$ cat config.mk
export PLATFORM = sky130hd
export DESIGN_NAME = lfu_key_cache
export DESIGN_NICKNAME = d
export VERILOG_FILES = /design/src/rtl/lkc_pkg.sv /design/src/rtl/lfu_key_cache.sv /design/src/rtl/lkc_ram.sv /design/src/rtl/lkc_ctrl.sv /design/src/rtl/lkc_dp.sv
export SDC_FILE = /design/constraint.sdc
export NUM_CORES = 1
export LEC_CHECK = 0
export BUFFER_PORTS_ARGS = -buffer_cell sky130_fd_sc_hd__buf_2
export CAP_MARGIN = 20
export CORE_MARGIN = 3
export CORE_UTILIZATION = 33
export CTS_CLUSTER_DIAMETER = 100
export DETAILED_ROUTE_END_ITERATION = 10
export MAX_ROUTING_LAYER = met4
export PLACE_DENSITY = 0.51
export SYNTH_ARGS = -nofsm -noshare
export SYNTH_HDL_FRONTEND = slang
export SYNTH_SLANG_ARGS = --single-unit
export TNS_END_PERCENT = 1
$ cat constraint.sdc
create_clock -name i_clk -period 14.4 [get_ports i_clk]
set_clock_uncertainty 0.05 [all_clocks]
set_input_delay 0.72 -clock i_clk [delete_from_list [all_inputs] [get_ports i_clk]]
set_output_delay 0.72 -clock i_clk [all_outputs]
set_load 0.02 [all_outputs]
$ cat src/rtl/lkc_pkg.sv
`default_nettype none
package lkc_pkg;

    localparam int ENTRIES    = 16;
    localparam int COUNT_BITS = 16;
    localparam int KEY_W      = 8;
    localparam int CAP_W      = 5;
    localparam int IDX_W      = (ENTRIES > 1) ? $clog2(ENTRIES) : 1;
    localparam int OCC_W      = $clog2(ENTRIES + 1);
    localparam int CMP_W      = (OCC_W > CAP_W) ? OCC_W : CAP_W;
    localparam int ENTRY_W    = KEY_W + COUNT_BITS;
    localparam int ADDR_W     = 3;
    localparam int DATA_W     = 32;

    localparam logic [CAP_W-1:0]  CAP_RESET     = CAP_W'(16);
    localparam logic [ADDR_W-1:0] ADDR_CAPACITY = ADDR_W'(0);

    localparam logic KIND_LOOKUP = 1'b0;
    localparam logic KIND_INSERT = 1'b1;

    typedef enum logic [1:0] {
        ST_IDLE,
        ST_SCAN,
        ST_DRAIN,
        ST_COMMIT
    } t_state;

    typedef struct packed {
        logic             start;
        logic             rd_en;
        logic [IDX_W-1:0] rd_addr;
        logic             commit;
    } t_cmd;

    typedef struct packed {
        logic out_free;
    } t_sts;

endpackage
`default_nettype wire

$ cat src/rtl/lfu_key_cache.sv
`default_nettype none
// Least-frequently-used cache of byte keys. Each input transaction looks a key up
// (kind 0) or inserts it (kind 1); a hit bumps the entry's saturating use count, and
// an insert miss adds the key with count 1, first evicting the entry with the lowest
// count (ties to the lowest key) once occupancy reaches the capacity register. Every
// input transaction yields exactly one result transaction with hit, evicted and the
// evicted key. The keys and counts live in a single-port-write, registered-read RAM
// that is scanned one entry per cycle, so a new item is accepted only after the
// previous one has been scanned and its result committed, later still while a finished
// result is held by the output stall. The capacity register sits at byte address 0;
// zero acts as 1 and values above the entry count act as the entry count.
module lfu_key_cache (
    input  wire logic                         i_clk,
    input  wire logic                         i_rst_n,

    input  wire logic                         i_in_valid,
    output logic                              o_in_stall,
    input  wire logic                         i_kind,
    input  wire logic [lkc_pkg::KEY_W-1:0]    i_key,

    output logic                              o_out_valid,
    input  wire logic                         i_out_stall,
    output logic                              o_hit,
    output logic                              o_evicted,
    output logic      [lkc_pkg::KEY_W-1:0]    o_evicted_key,

    input  wire logic                         psel,
    input  wire logic                         penable,
    input  wire logic                         pwrite,
    input  wire logic [lkc_pkg::ADDR_W-1:0]   paddr,
    input  wire logic [lkc_pkg::DATA_W-1:0]   pwdata,
    output logic      [lkc_pkg::DATA_W-1:0]   prdata,
    output logic                              pready
);
    import lkc_pkg::*;

    logic [CAP_W-1:0] r_capacity;
    t_cmd             w_cmd;
    t_sts             w_sts;

    always_ff @(posedge i_clk) begin
        if (!i_rst_n) begin
            r_capacity <= CAP_RESET;
        end else if (psel && penable && pwrite && pready && (paddr == ADDR_CAPACITY)) begin
            r_capacity <= pwdata[CAP_W-1:0];
        end
    end

    assign pready = 1'b1;
    assign prdata = (paddr == ADDR_CAPACITY) ? DATA_W'(r_capacity) : '0;

    lkc_ctrl u_ctrl (
        .i_clk     (i_clk),
        .i_rst_n   (i_rst_n),
        .i_in_valid(i_in_valid),
        .o_in_stall(o_in_stall),
        .i_sts     (w_sts),
        .o_cmd     (w_cmd)
    );

    lkc_dp u_dp (
        .i_clk        (i_clk),
        .i_rst_n      (i_rst_n),
        .i_cmd        (w_cmd),
        .o_sts        (w_sts),
        .i_capacity   (r_capacity),
        .i_kind       (i_kind),
        .i_key        (i_key),
        .o_out_valid  (o_out_valid),
        .o_hit        (o_hit),
        .o_evicted    (o_evicted),
        .o_evicted_key(o_evicted_key),
        .i_out_stall  (i_out_stall)
    );

endmodule
`default_nettype wire

$ cat src/rtl/lkc_ram.sv
`default_nettype none
module lkc_ram #(
    parameter int WIDTH = 8,
    parameter int DEPTH = 16
) (
    input  wire logic                                       i_clk,
    input  wire logic                                       i_wr_en,
    input  wire logic [((DEPTH > 1) ? $clog2(DEPTH) : 1)-1:0] i_wr_addr,
    input  wire logic [WIDTH-1:0]                           i_wr_data,
    input  wire logic                                       i_rd_en,
    input  wire logic [((DEPTH > 1) ? $clog2(DEPTH) : 1)-1:0] i_rd_addr,
    output logic      [WIDTH-1:0]                           o_rd_data
);

    logic [WIDTH-1:0] r_mem [DEPTH];

    always_ff @(posedge i_clk) begin
        if (i_wr_en) begin
            r_mem[i_wr_addr] <= i_wr_data;
        end
        if (i_rd_en) begin
            o_rd_data <= r_mem[i_rd_addr];
        end
    end

endmodule
`default_nettype wire

$ cat src/rtl/lkc_ctrl.sv
`default_nettype none
module lkc_ctrl (
    input  wire logic          i_clk,
    input  wire logic          i_rst_n,
    input  wire logic          i_in_valid,
    output logic               o_in_stall,
    input  wire lkc_pkg::t_sts i_sts,
    output lkc_pkg::t_cmd      o_cmd
);
    import lkc_pkg::*;

    t_state           r_state, n_state;
    logic [IDX_W-1:0] r_cnt, n_cnt;
    logic             w_last;

    assign w_last = (r_cnt == IDX_W'(ENTRIES - 1));

    always_ff @(posedge i_clk) begin
        if (!i_rst_n) begin
            r_state <= ST_IDLE;
            r_cnt   <= '0;
        end else begin
            r_state <= n_state;
            r_cnt   <= n_cnt;
        end
    end

    always_comb begin
        n_state = r_state;
        n_cnt   = r_cnt;
        case (r_state)
            ST_IDLE: begin
                n_cnt = '0;
                if (i_in_valid) begin
                    n_state = ST_SCAN;
                end
            end
            ST_SCAN: begin
                n_cnt = r_cnt + IDX_W'(1);
                if (w_last) begin
                    n_state = ST_DRAIN;
                end
            end
            // last read data is compared in this cycle
            ST_DRAIN: begin
                n_state = ST_COMMIT;
            end
            ST_COMMIT: begin
                if (i_sts.out_free) begin
                    n_state = ST_IDLE;
                end
            end
            default: begin
                n_state = ST_IDLE;
            end
        endcase
    end

    always_comb begin
        o_in_stall    = 1'b1;
        o_cmd.start   = 1'b0;
        o_cmd.rd_en   = 1'b0;
        o_cmd.rd_addr = r_cnt;
        o_cmd.commit  = 1'b0;
        case (r_state)
            ST_IDLE: begin
                o_in_stall  = 1'b0;
                o_cmd.start = i_in_valid;
            end
            ST_SCAN: begin
                o_cmd.rd_en = 1'b1;
            end
            ST_DRAIN: begin
                o_cmd.rd_en = 1'b0;
            end
            ST_COMMIT: begin
                o_cmd.commit = i_sts.out_free;
            end
            default: begin
                o_in_stall = 1'b1;
            end
        endcase
    end

endmodule
`default_nettype wire

$ cat src/rtl/lkc_dp.sv
`default_nettype none
module lkc_dp (
    input  wire logic                        i_clk,
    input  wire logic                        i_rst_n,
    input  wire lkc_pkg::t_cmd               i_cmd,
    output lkc_pkg::t_sts                    o_sts,
    input  wire logic [lkc_pkg::CAP_W-1:0]   i_capacity,
    input  wire logic                        i_kind,
    input  wire logic [lkc_pkg::KEY_W-1:0]   i_key,
    output logic                             o_out_valid,
    output logic                             o_hit,
    output logic                             o_evicted,
    output logic      [lkc_pkg::KEY_W-1:0]   o_evicted_key,
    input  wire logic                        i_out_stall
);
    import lkc_pkg::*;

    logic                  r_kind;
    logic [KEY_W-1:0]      r_key;
    logic [ENTRIES-1:0]    r_valid, n_valid;
    logic [OCC_W-1:0]      r_occ;
    logic                  r_rd_vld;
    logic [IDX_W-1:0]      r_rd_idx;

    logic                  r_match_found;
    logic [IDX_W-1:0]      r_match_idx;
    logic [COUNT_BITS-1:0] r_match_cnt;
    logic                  r_vic_found;
    logic [IDX_W-1:0]      r_vic_idx;
    logic [KEY_W-1:0]      r_vic_key;
    logic [COUNT_BITS-1:0] r_vic_cnt;
    logic                  r_free_found;
    logic [IDX_W-1:0]      r_free_idx;

    logic                  r_out_valid;
    logic                  r_hit;
    logic                  r_evicted;
    logic [KEY_W-1:0]      r_evicted_key;

    logic [ENTRY_W-1:0]    w_rd_data;
    logic [KEY_W-1:0]      w_rd_key;
    logic [COUNT_BITS-1:0] w_rd_cnt;
    logic                  w_live, w_match_now, w_better, w_free_now;

    logic [CMP_W-1:0]      w_cap_x, w_eff_cap;
    logic                  w_miss_ins, w_do_evict, w_do_ins, w_ins_vic;
    logic [IDX_W-1:0]      w_ins_idx;
    logic [COUNT_BITS-1:0] w_inc_cnt;
    logic                  w_wr_en;
    logic [IDX_W-1:0]      w_wr_addr;
    logic [ENTRY_W-1:0]    w_wr_data;

    lkc_ram #(
        .WIDTH(ENTRY_W),
        .DEPTH(ENTRIES)
    ) u_ram (
        .i_clk    (i_clk),
        .i_wr_en  (w_wr_en),
        .i_wr_addr(w_wr_addr),
        .i_wr_data(w_wr_data),
        .i_rd_en  (i_cmd.rd_en),
        .i_rd_addr(i_cmd.rd_addr),
        .o_rd_data(w_rd_data)
    );

    // scan side: one entry compared per cycle
    assign w_rd_key    = w_rd_data[ENTRY_W-1 -: KEY_W];
    assign w_rd_cnt    = w_rd_data[COUNT_BITS-1:0];
    assign w_live      = r_rd_vld && r_valid[r_rd_idx];
    assign w_match_now = w_live && (w_rd_key == r_key) && !r_match_found;
    assign w_better    = w_live && (!r_vic_found || (w_rd_cnt < r_vic_cnt) ||
                         ((w_rd_cnt == r_vic_cnt) && (w_rd_key < r_vic_key)));
    assign w_free_now  = r_rd_vld && !r_valid[r_rd_idx] && !r_free_found;

    // commit side
    always_comb begin
        w_cap_x = CMP_W'(i_capacity);
        if (w_cap_x == '0) begin
            w_eff_cap = CMP_W'(1);
        end else if (w_cap_x > CMP_W'(ENTRIES)) begin
            w_eff_cap = CMP_W'(ENTRIES);
        end else begin
            w_eff_cap = w_cap_x;
        end
    end

    assign w_miss_ins = !r_match_found && (r_kind == KIND_INSERT);
    assign w_do_evict = w_miss_ins && (CMP_W'(r_occ) >= w_eff_cap) && r_vic_found;
    assign w_ins_vic  = w_do_evict && (!r_free_found || (r_vic_idx < r_free_idx));
    assign w_ins_idx  = w_ins_vic ? r_vic_idx : r_free_idx;
    assign w_do_ins   = w_miss_ins && (w_do_evict || r_free_found);
    assign w_inc_cnt  = (r_match_cnt == '1) ? r_match_cnt : r_match_cnt + COUNT_BITS'(1);

    assign w_wr_en    = i_cmd.commit && (r_match_found || w_do_ins);
    assign w_wr_addr  = r_match_found ? r_match_idx : w_ins_idx;
    assign w_wr_data  = r_match_found ? {r_key, w_inc_cnt} : {r_key, COUNT_BITS'(1)};

    always_comb begin
        n_valid = r_valid;
        if (w_do_evict) begin
            n_valid[r_vic_idx] = 1'b0;
        end
        if (w_do_ins) begin
            n_valid[w_ins_idx] = 1'b1;
        end
    end

    always_ff @(posedge i_clk) begin
        if (!i_rst_n) begin
            r_valid     <= '0;
            r_occ       <= '0;
            r_rd_vld    <= 1'b0;
            r_out_valid <= 1'b0;
        end else begin
            r_rd_vld <= i_cmd.rd_en;
            if (i_cmd.commit) begin
                r_valid     <= n_valid;
                r_occ       <= r_occ - OCC_W'(w_do_evict) + OCC_W'(w_do_ins);
                r_out_valid <= 1'b1;
            end else if (r_out_valid && !i_out_stall) begin
                r_out_valid <= 1'b0;
            end
        end
    end

    always_ff @(posedge i_clk) begin
        r_rd_idx <= i_cmd.rd_addr;
        if (i_cmd.start) begin
            r_kind        <= i_kind;
            r_key         <= i_key;
            r_match_found <= 1'b0;
            r_vic_found   <= 1'b0;
            r_free_found  <= 1'b0;
        end else begin
            if (w_match_now) begin
                r_match_found <= 1'b1;
                r_match_idx   <= r_rd_idx;
                r_match_cnt   <= w_rd_cnt;
            end
            if (w_better) begin
                r_vic_found <= 1'b1;
                r_vic_idx   <= r_rd_idx;
                r_vic_key   <= w_rd_key;
                r_vic_cnt   <= w_rd_cnt;
            end
            if (w_free_now) begin
                r_free_found <= 1'b1;
                r_free_idx   <= r_rd_idx;
            end
        end
        if (i_cmd.commit) begin
            r_hit         <= r_match_found;
            r_evicted     <= w_do_evict;
            r_evicted_key <= w_do_evict ? r_vic_key : '0;
        end
    end

    assign o_sts.out_free = !r_out_valid || !i_out_stall;
    assign o_out_valid    = r_out_valid;
    assign o_hit          = r_hit;
    assign o_evicted      = r_evicted;
    assign o_evicted_key  = r_evicted_key;

endmodule
`default_nettype wire
* Yosys cells after proc, flatten, opt, wreduce, memory -nomap -nowiden
Memory sizes are Yosys's and may differ from the RTL's. A register that Yosys moved wholly into a read port is not among the register bits.
Cells that the tools add are included.
** Storage, ports and cells
- Register bits after elaboration :: 112
- Latch bits :: 0
- Memory bits (writable) :: 384
- Bits in read-only memories :: 0
- Bits of input ports :: 51
- Output and inout port bits :: 45
- Logic and storage cells :: 119
- Memories :: 1
** Memories
- u_dp.u_ram.r_mem :: depth 16, width 24, rd ports 1, clocked after memory_dff 1, wr ports 1, line lkc_ram.sv:15 : logic [WIDTH-1:0] r_mem [DEPTH];
** Operators by class
- $add $sub $neg :: 4
- Multipliers :: 0
- Div/mod/pow operators :: 0
- Magnitude comparators :: 10
- Equality and inequality tests :: 10
- Shift operators :: 0
- Muxes and demuxes :: 28
- Bitwise logic cells :: 4
- Reduce and logical (&&, ||, !) cells :: 40
** Operators by type and width (number)
- $mux 16 :: 4
- $logic_and 1x1->1 :: 19
- $add 16x1->16 const B :: 1
- $and 16x16->16 :: 1
- $eq 16x16->1 :: 1
- $eq 16x16->1 const B :: 1
- $lt 16x16->1 :: 1
- $not 16->16 :: 1
- $or 16x16->16 :: 1
- $lt 4x5->1 const B :: 3
- $mux 5 :: 3
- $mux 1 :: 11
- $demux 1 s4 :: 2
- $eq 8x8->1 :: 1
- $ge 4x1->1 const B :: 2
- $lt 8x8->1 :: 1
- $mux 4 :: 2
- $pmux 2 s4 :: 1
- $pmux 4 s2 :: 1
- $logic_not 1->1 :: 6
- $logic_or 1x1->1 :: 6
- $mux 2 :: 3
- $reduce_and 2->1 :: 3
- $add 5x1->5 :: 1
- other kinds (17) :: 20

* Longest topological paths before layout
Gate-level depths: netlist of run 1.
- Word-level depth :: 14
- Depth in mapped cells :: 20
- Gate-level depth less buffers :: 19

* Modules after synthesis
A second synthesis of run 1 with hierarchy kept.
** Unflattened totals
- Cells, all modules :: 1220
- Area total of the unflattened synthesis :: 21331.7 um^2
** By module, submodules not included
- lkc_ram :: instances 1, cells each 636, area an instance 15170.8 um^2, sequential area each 12251.8 um^2
- lkc_dp :: instances 1, cells each 482, area an instance 5295.1 um^2, sequential area each 2732.6 um^2
- lfu_key_cache :: instances 1, cells each 58, area an instance 485.5 um^2, sequential area each 100.1 um^2
- lkc_ctrl :: instances 1, cells each 44, area an instance 380.4 um^2, sequential area each 120.1 um^2

* Worst setup path before layout of run 1
No wires, ideal clock.
- Kind :: reg2reg
- Start point :: register r_capacity[1]
- End point :: memory u_dp.u_ram.r_mem[0][0] (netlist name), enable pin
- Setup time :: 0.466 ns
- Arrival :: 4.354 ns
- Required time :: 13.884 ns
- Path slack :: 9.530 ns
- Cell stages (with the launch flop) :: 12
- Path buffers :: 0
- Clock period less this slack :: 4.870 ns
- Cell sequence :: dfxtp_1 nor3_1 nor2_1 nor2_1 ha_1 nor2b_1 o21ai_1 a21oi_1 inv_2 and3_1 a221o_1 nor4_1
** Between the ends
- Longest elaborated chain between the ends :: 12
- Elaborated cells between the ends (all ways) :: 16
- Classes of those cells :: order compare: 2; mux: 6; reduce/logical: 8
** Ends and longest elaborated chain
- from (decl) :: line lfu_key_cache.sv:37 : logic [CAP_W-1:0] r_capacity;
- from (signal assigned) :: line lfu_key_cache.sv:45 : r_capacity <= pwdata[CAP_W-1:0];
- $gt 5x5->1 :: line lkc_dp.sv:80 : end else if (w_cap_x > CMP_W'(ENTRIES)) begin
- $mux 5 :: line lkc_dp.sv:80
- $mux 5 * :: line lkc_dp.sv:78 : if (w_cap_x == '0) begin
- $ge 5x5->1 * :: line lkc_dp.sv:88 : assign w_do_evict = w_miss_ins && (CMP_W'(r_occ) >= w_eff_cap) && r_vic_found;
- $logic_and 1x1->1 * (2 in a row) :: line lkc_dp.sv:88
- $logic_or 1x1->1 :: line lkc_dp.sv:91 : assign w_do_ins = w_miss_ins && (w_do_evict || r_free_found);
- $logic_and 1x1->1 :: line lkc_dp.sv:91
- $logic_or 1x1->1 :: line lkc_dp.sv:94 : assign w_wr_en = i_cmd.commit && (r_match_found || w_do_ins);
- $logic_and 1x1->1 :: line lkc_dp.sv:94
- $mux 1 :: line lkc_ram.sv:18 : if (i_wr_en) begin
- $mux 1 (implied by the code) :: line lkc_ram.sv:19 : r_mem[i_wr_addr] <= i_wr_data;
- to (decl) :: line lkc_ram.sv:15
Mark *: on every way between the ends. The rest lies on a longest branch, timed or not.

* Worst setup path in the final report of run 1
- Start point :: register r_capacity[1]
- End point :: register u_dp.r_occ[4]
** Between the ends
- Longest elaborated chain between the ends :: 9
- Elaborated cells between the ends (all ways) :: 11
- Classes of those cells :: add/sub: 2; order compare: 2; mux: 2; reduce/logical: 5
** Ends and longest elaborated chain
- $gt 5x5->1 :: line lkc_dp.sv:80
- $mux 5 :: line lkc_dp.sv:80
- $mux 5 * :: line lkc_dp.sv:78
- $ge 5x5->1 * :: line lkc_dp.sv:88
- $logic_and 1x1->1 * (2 in a row) :: line lkc_dp.sv:88
- branches (longest 2 deep; another with $sub 5x1->5)
- $add 5x1->5 * :: line lkc_dp.sv:118 : r_occ <= r_occ - OCC_W'(w_do_evict) + OCC_W'(w_do_ins);
- to (signal assigned) :: line lkc_dp.sv:118
- to (decl) :: line lkc_dp.sv:21 : logic [OCC_W-1:0] r_occ;
Every way passes the cells marked *.
A chain may end at the register's enable or synchronous reset.

==> results of run 1 <==
cells in the mapped netlist (2+ instances only):
master / instances / area (um2)
and3_1: 9 / 56.3
mux2i_1: 7 / 70.1
a211oi_1: 8 / 60.1
mux4_2: 125 / 2820
conb_1: 2 / 7.51
buf_1: 5 / 18.8
nand3_1: 16 / 80.1
a221oi_2: 3 / 45.0
dfxtp_1: 41 / 821
and2_1: 9 / 56.3
o21ai_0: 19 / 95.1
and4_1: 4 / 35.0
a21oi_1: 22 / 110
o21ai_1: 2 / 10.0
xnor2_1: 7 / 61.3
nand2_1: 39 / 146
ha_1: 43 / 538
inv_1: 45 / 169
or3_1: 4 / 25.0
o21a_1: 2 / 15.0
buf_6: 2 / 22.5
nand2b_1: 10 / 62.6
nor2_1: 53 / 199
a211o_1: 3 / 26.3
buf_2: 11 / 55.1
nor4_1: 20 / 125
o22ai_1: 16 / 100
xor2_1: 14 / 123
o211ai_1: 4 / 30.0
buf_4: 28 / 210
a31oi_1: 4 / 25.0
nor2b_1: 5 / 31.3
nor3_1: 15 / 75.1
nand4_1: 6 / 37.5
a21o_1: 5 / 37.5
edfxtp_1: 479 / 14400
o211a_1: 2 / 20.0
clkbuf_1: 26 / 97.6
a221o_1: 3 / 30.0
critical path: stages (launching register included):
cell	delay, ns
dfxtp_1	0.33
nor3_1	0.19
nor2_1	0.06
nor2_1	0.12
ha_1	0.24
nor2b_1	0.10
o21ai_1	0.15
a21oi_2	0.14
buf_4	0.31
inv_2	0.21
ha_1	0.32
inv_1	0.05
ha_1	0.17
inv_1	0.06
fa_1	0.41
nor2b_1	0.12
o21ai_0	0.10
and3_1	0.19
o21ai_0	0.20
xor2_1	0.17
nor2_1	0.05
area by class of cell:
| type | count | area [um2] |
|---|---|---|
| timing repair buffer | 77 | 510 |
| tap | 846 | 1060 |
| fill | 5767 | 39000 |
| clock buffer | 67 | 1400 |
| clock inverter | 30 | 299 |
| multi-input combinational | 524 | 5540 |
| inverter | 47 | 176 |
| sequential | 520 | 15200 |
routing by layer:
| layer | share of wire [%] | GRT usage [%] | vias up |
|---|---|---|---|
| met5 | 0 | - | - |
| met4 | 1.6 | 3.10 | 0 |
| met3 | 4.7 | 2.81 | 67 |
| met2 | 49 | 24.3 | 226 |
| met1 | 45 | 20.2 | 5570 |
| li1 | - | - | 4703 |
state kept, by name, summed over array words and instances, names as in the netlist, 2 cells and up:
register,flops
u_dp.u_ram.r_mem,384
u_dp.r_vic_cnt,16
u_dp.r_vic_key,8
u_ctrl.r_cnt,4
u_dp.r_free_idx,4
u_dp.r_vic_idx,4
u_dp.u_ram.o_rd_data,24
u_dp.r_match_cnt,16
u_dp.r_rd_idx,4
u_dp.r_match_idx,4
u_ctrl.r_state,2
u_dp.r_valid,16
u_dp.r_occ,5
r_capacity,5
u_dp.o_evicted_key,8
u_dp.r_key,8
report_power, final:
part / switching, mW / internal (mW)
sequential: 0.0790 / 1.72
combinational: 0.197 / 0.155
clock: 0.576 / 0.779
worst max-delay path by stage:
stage | slack (ns) | depth (start not counted) | start | endpoint
after detailed placement | 10.16 | 8 | i_out_stall | u_dp.u_ram.r_mem[14][9]$_DFFE_PP_
after floorplan | 9.53 | 11 | r_capacity[1]$_SDFFE_PN0P_ | u_dp.u_ram.r_mem[0][0]$_DFFE_PP_
final | 10.53 | 20 | r_capacity[1]$_SDFFE_PN0P_ | u_dp.r_occ[4]$_SDFFE_PN0P_
after global routing | 10.22 | 20 | r_capacity[1]$_SDFFE_PN0P_ | u_dp.r_occ[4]$_SDFFE_PN0P_
after CTS | 10.39 | 7 | u_ctrl.r_state[0]$_SDFFE_PN0P_ | u_dp.u_ram.r_mem[14][20]$_DFFE_PP_
after global placement | 10.26 | 8 | i_out_stall | u_dp.u_ram.r_mem[12][19]$_DFFE_PP_
cell families after synthesis:
group,after synthesis,synth area share [%]
AOI/OAI and AO/OA,103,3.31
xor gates and xnor gates,21,0.872
adders and majority gates,44,2.64
buffers and inverters,119,2.75
DFF,520,72.1
muxes,132,13.7
other,2,0.0356
and+or+nand+nor,196,4.65
through the flow:
step                utilization, %  instance area [um2]  cells
floorplan                        -                21200   1163
global placement              35.5                22400   2006
detailed placement            35.5                22400   2006
CTS                           38.1                24100   2103
global route                  38.3                24200   2111
finish                        38.3                24200   2111
==> impl_summary.log, run 1 <==
INFO  metric ys_seq_elements = 520
INFO  metric worst_hold_slack = 0.231 ns
INFO  metric flow.area_growth_from_synthesis = 14.7%
INFO  metric holdCritStartpoint = i_key[6]
INFO  metric worst_setup_path_start_kind = flip-flop
INFO  metric cts_sinks = 520
INFO  metric post-cts-setup-buffer-count = 0
INFO  metric setup_viol = 0
INFO  metric ios = 96
INFO  metric post_synth_instance_area = 21100 um2
INFO  metric min_period_over_period = 26.9%
INFO  metric worst_slew_pin_tran = 1.12 ns
INFO  metric worst_r2r_startpoint = r_capacity[1]$_SDFFE_PN0P_
INFO  metric detail_route.vias_per_cell = 5.01
INFO  metric nets = 1318
INFO  metric gp_congestion = 0.775
INFO  metric holdPathEnd = u_dp.r_key[6]$_DFFE_PP_
INFO  metric ir_drop = 73.8 uV
INFO  metric hold_depth = 1
INFO  metric drv.max_cap_violation_count = 0
INFO  metric antenna_found_initial = 0
INFO  metric hold_path.class = in -> reg
INFO  metric leading_cell_types_in_the_layout_fill_and_taps_excluded = edfxtp_1, mux4_2, nor2_1, clkbuf_16, inv_1
INFO  metric worst-endpoint-arrival = 4.30 ns
INFO  metric cts-buffers-inserted = 53
INFO  metric finalHoldViolations = 0
INFO  metric global_route.overflow_total = 0
INFO  metric dp_slack = 10.16 ns
INFO  metric most_common_cell_after_layout_fill_and_taps_aside = edfxtp_1
INFO  metric ys_async_sr_fraction = 0%
INFO  metric ant_nets = 0
INFO  metric r2r_slack = 10.53 ns
INFO  metric global_route_wire_length_before_repair = 72.6 mm
INFO  metric timing.final.crit_period = 3.87 ns
INFO  metric drt_first_pass_iters = 5
INFO  metric cts_resized = 0
INFO  metric reg2regPathDepth = 20
INFO  metric synthesis.area_per_instance = 18.6 um2
INFO  metric synth_enable_flop_cells = 479
INFO  metric synth_cell_type_count = 58
INFO  metric yosys_warnings = 0
INFO  metric power.total = 3.51 mW
INFO  metric synthCells = 1137
INFO  metric cp_max_fo = 22
INFO  metric largest_net_degree_at_the_start_of_global_routing = a little over 60
INFO  metric die-height = 259 um
INFO  metric port_bufs = 40
INFO  metric grt_setup_unrepaired = false
INFO  metric criticalPathCategory = reg -> reg
INFO  metric detailedRoute.firstIterationViolations = 1082
INFO  metric max_freq = 258 MHz
INFO  metric dieWidth = 259 um
INFO  metric power_per_cell_area = between 100 and 150 nW/um2
INFO  metric floorplan.die_area = 67000 um2
INFO  metric wirelength_routed = slightly below 50 mm
INFO  metric max-clock-path-buffers = 3
INFO  metric timing.rr.end = u_dp.r_occ[4]$_SDFFE_PN0P_
INFO  metric status = completed
INFO  metric grt.total_usage = 15.1%
INFO  metric critical_path.endpoint_type = flip-flop
INFO  metric drc = 0
INFO  metric core_region_area = 63200 um2
INFO  metric ctsHtreeMaxLevel = 2
INFO  metric via_count = between 10000 and 15000
INFO  metric placement_rows = 92
INFO  metric cellLeakagePower = a little over 8 nW
INFO  metric ctsHoldBuffers = 0
INFO  metric root_buffer = clkbuf_16
INFO  metric final_layout_size_suffix_gt1_share = around 25%
INFO  metric hpwlAfterDp = between 20 and 30 mm
INFO  metric routedWlPerCell = 23.1 um
INFO  metric antenna_cells_inserted = 0
INFO  metric insertion_delay = 0.62 ns
INFO  metric cp.required = between 10 and 15 ns
INFO  metric top_reg_cell_synth = edfxtp_1
INFO  metric grt_pass1_vias = 11000
INFO  metric clk_pin_slew = 0.06 ns
INFO  metric ys_seq_area_share = 72.1%
INFO  metric slew-limit-headroom = 25.4%
INFO  metric setup_tns = 0 ns
INFO  metric final_worst_setup_slack = ~11 ns
INFO  metric start_util = 33.4%
INFO  metric final_report_max_slew_violation_count = 0
INFO  metric cts_tree = yes
Note: power is estimated with default switching activity, not from simulation.
==> run 2, diff against run 1 <==
--- a/config.mk
+++ b/config.mk
@@ -12,7 +12,7 @@
 export CTS_CLUSTER_DIAMETER = 100
 export DETAILED_ROUTE_END_ITERATION = 10
 export MAX_ROUTING_LAYER = met4
-export PLACE_DENSITY = 0.51
+export PLACE_DENSITY = 0.53
 export SYNTH_ARGS = -nofsm -noshare
 export SYNTH_HDL_FRONTEND = slang
 export SYNTH_SLANG_ARGS = --single-unit
==> constraint.sdc (replaced) <==
create_clock -name i_clk -period 3.3 [get_ports i_clk]
set_clock_uncertainty 0.05 [all_clocks]
set_input_delay 0.165 -clock i_clk [delete_from_list [all_inputs] [get_ports i_clk]]
set_output_delay 0.165 -clock i_clk [all_outputs]
set_load 0.02 [all_outputs]
==> run 2 against run 1 <==
Count of clock-buffer cells in the layout shrank 2. Total power grew to 4.5 times the previous value. Routed wire length shrank 4.7%. Non-clock buffer count grew 47. Sequential cell count is the same. Clock power grew to 4.6 times the previous value.
==> impl_summary.log, run 2 (synthesized netlist as in run 1, its figures left out) <==
INFO  metric status = completed
INFO  metric hpwlAfterDp = 27.8 mm (+4.4%)
INFO  metric antenna_cells_inserted = 0 (unchanged)
INFO  metric max-clock-path-buffers = 3 (unchanged)
INFO  metric power_per_cell_area = 625 nW/um2 (+330%)
INFO  metric global_route.overflow_total = 0 (unchanged)
INFO  metric routedWlPerCell = 21.6 um (-6.7%)
INFO  metric die-height = 259 um (unchanged)
INFO  metric timing.final.crit_period = 3.15 ns (-0.721 ns)
INFO  metric dp_slack = 0.0654 ns (-10.10 ns)
INFO  metric final_layout_size_suffix_gt1_share = 26.6% (+2.1 points)
INFO  metric min_period_over_period = 95.5% (+69 points)
INFO  metric ctsHtreeMaxLevel = 2 (unchanged)
INFO  metric global_route_wire_length_before_repair = 70.3 mm (-3.1%)
INFO  metric nets = 1366 (+3.6%)
INFO  metric clk_pin_slew = 0.06 ns (about the same)
INFO  metric holdPathEnd = r_capacity[2]$_SDFFE_PN0P_
INFO  metric share_clk_of_total_power = 39.4% (+0.8 points)
INFO  metric leading_cell_types_in_the_layout_fill_and_taps_excluded = edfxtp_1, mux4_2, clkbuf_16
INFO  metric setup_tns = 0 ns (unchanged)
INFO  metric holdCritStartpoint = penable
INFO  metric worst_r2r_startpoint = r_capacity[4]$_SDFFE_PN1P_
INFO  metric switching_share = 23.6% (-0.75 points)
INFO  metric timing.rr.end = u_dp.u_ram.r_mem[8][14]$_DFFE_PP_
INFO  metric criticalPathCategory = reg -> reg
INFO  metric ios = 96 (unchanged)
INFO  metric drc = 0 (unchanged)
INFO  metric flow.area_growth_from_synthesis = 19.8%
INFO  metric total_switching_power = 3.72 mW (+340%)
INFO  metric r2r_slack = 0.15 ns (-10.38 ns)
INFO  metric multi_input_comb_area = 5770 um2 (+4.2%)
INFO  metric final_worst_setup_slack = 0.148 ns (-10.38 ns)
INFO  metric detailedRoute.firstIterationViolations = 843 (-22%)
INFO  metric final_report_max_slew_violation_count = 0 (unchanged)
INFO  metric max_ffs_per_register = 384 (unchanged)
INFO  metric start_util = 33.4% (unchanged)
INFO  metric power.total = 15.8 mW (+350%)
INFO  metric finalHoldViolations = 0 (unchanged)
INFO  metric worst-endpoint-arrival = 3.37 ns (-0.93 ns)
INFO  metric cp.required = 3.52 ns (-11.31 ns)
INFO  metric most_common_cell_after_layout_fill_and_taps_aside = edfxtp_1
INFO  metric wirelength_routed = 46.5 mm (-4.7%)
INFO  metric largest_registers = u_dp.u_ram.r_mem x384, u_dp.u_ram.o_rd_data x24
INFO  metric intPower = 12.1 mW (+350%)
INFO  metric max_freq = 317 MHz (+23%)
INFO  metric insertion_delay = 0.60 ns (-0.02 ns)
INFO  metric antenna_found_initial = 0 (unchanged)
INFO  metric cts-buffers-inserted = 54 (+1.9%)
INFO  metric seqPwrFrac = 49.8% (-1.5 points)
INFO  metric num-fill-cells = 5665 (-1.8%)
INFO  metric drt_first_pass_iters = 4 (-1)
INFO  metric cts_tree = yes
INFO  metric grt.total_usage = 14.4% (-0.68 points)
INFO  metric floorplan.die_area = 67000 um2 (unchanged)
INFO  metric ir_drop = 509 uV (+590%)
INFO  metric worst_setup_path_start_kind = flip-flop
INFO  metric cp_max_fo = 24 (+9.1%)
INFO  metric critical_path.endpoint_type = flip-flop
INFO  metric grt_pass1_vias = 11000 (+0.51%)
INFO  metric core_region_area = 63200 um2 (unchanged)
INFO  metric ant_nets = 0 (unchanged)
INFO  metric gp_congestion = 0.791 (+2.0%)
INFO  metric reg2regPathDepth = 12 (-40%)
INFO  metric cellLeakagePower = 8.63 nW (+5.2%)
INFO  metric hold_path.class = in -> reg
INFO  metric worst_slew_pin_tran = 0.959 ns (-0.160 ns)
INFO  metric detail_route.vias_per_cell = 5.01 (about the same)
INFO  metric root_buffer = clkbuf_16
INFO  metric hold_depth = 4 (+3)
INFO  metric dieWidth = 259 um (unchanged)
INFO  metric finish.utilization = 40.0% (+1.7 points)
INFO  metric power_frac_comb = 10.8% (+0.8 points)
INFO  metric grt_setup_unrepaired = true
INFO  metric setup_viol = 0 (unchanged)
INFO  metric post-cts-setup-buffer-count = 0 (unchanged)
INFO  metric seqCellArea = 15200 um2 (about the same)
INFO  metric regMostFlops = u_dp.u_ram.r_mem
INFO  metric drv.max_cap_violation_count = 0 (unchanged)
INFO  metric slew-limit-headroom = 35.8% (+10 points)
INFO  metric placement_rows = 92 (unchanged)
INFO  metric port_bufs = 40 (unchanged)
INFO  metric cts_sinks = 520 (unchanged)
INFO  metric largest_net_degree_at_the_start_of_global_routing = 37 (-39%)
INFO  metric via_count = 10800 (+2.2%)
[run 2: changes by cell type in the layout (fill, tap and decap cells not counted), sizes merged]
| cell | delta |
|---|---|
| buf | +29 |
| bufinv | +4 |
| clkbuf | -3 |
| clkinv | +1 |
| clkinvlp | -2 |
| dlygate4sd3 | +19 |
| inv | -2 |
[run 2: worst max-delay path, cell delays in order (launching register included)]
cell	delay (ns)
dfxtp_1	0.32
inv_1	0.14
nand2_1	0.08
ha_1	0.29
a21oi_1	0.17
o21ai_2	0.09
a21oi_2	0.16
inv_2	0.05
buf_4	0.16
and3_1	0.21
a221o_4	0.46
nor4_4	0.35
buf_12	0.27
[run 2: area by class of cell]
class	count	area share, %
well taps	846	4.19
repair buffers	124	4.84
flip-flops and latches	520	60.2
clock buffers	65	5.68
inverters	47	0.698
multi-input cells	524	22.8
clock inverters	31	1.54
[run 2: repair_timing]
item | in CTS | in global routing
endpoints found under the setup margin | 0 | 291
resized for setup | 0 | 8
hold endpoints to repair | 22 | 0
hold buffers | 19 | 0
[run 2: layer usage]
layer	wire, um	up-vias	track usage [%]
li1	-	4802	-
met1	21500	5714	20.1
met2	22200	220	22.4
met3	1870	62	2.04
met4	892	0	3.74
met5	0	-	-
[run 2: per-stage QoR]
step,instances,hold WS [ns],area (um2)
floorplan,1163,0.214,21500
global placement,2038,0.292,23200
detailed placement,2038,0.295,23200
CTS,2153,0.0481,25200
global route,2157,0.117,25300
finish,2157,0.0963,25300
[run 2: power groups by stage]
stage	Combinational (mW)	Sequential (mW)	Clock (mW)
6_report	1.70	7.88	6.23
5_1_grt	1.87	7.91	6.65
4_1_cts	1.75	7.88	6.40
3_5_place_dp	1.72	8.02	0
3_3_place_gp	1.72	8.00	0
2_1_floorplan	1.29	7.81	0
[run 2: worst max-delay path by stage]
stage / startpoint / end / slack [ns] / cells after the start
after floorplan: u_dp.u_ram.o_rd_data[3]$_DFFE_PP_ / u_dp.r_vic_cnt[0]$_DFFE_PP_ / -0.31 / 7
after global placement: r_capacity[2]$_SDFFE_PN0P_ / u_dp.r_occ[4]$_SDFFE_PN0P_ / 0.03 / 19
after detailed placement: r_capacity[2]$_SDFFE_PN0P_ / u_dp.u_ram.r_mem[13][11]$_DFFE_PP_ / 0.07 / 13
after CTS: r_capacity[2]$_SDFFE_PN0P_ / u_dp.u_ram.r_mem[13][14]$_DFFE_PP_ / 0.009 / 13
after global routing: r_capacity[3]$_SDFFE_PN0P_ / u_dp.r_occ[4]$_SDFFE_PN0P_ / -0.04 / 19
final: r_capacity[4]$_SDFFE_PN1P_ / u_dp.u_ram.r_mem[8][14]$_DFFE_PP_ / 0.15 / 12
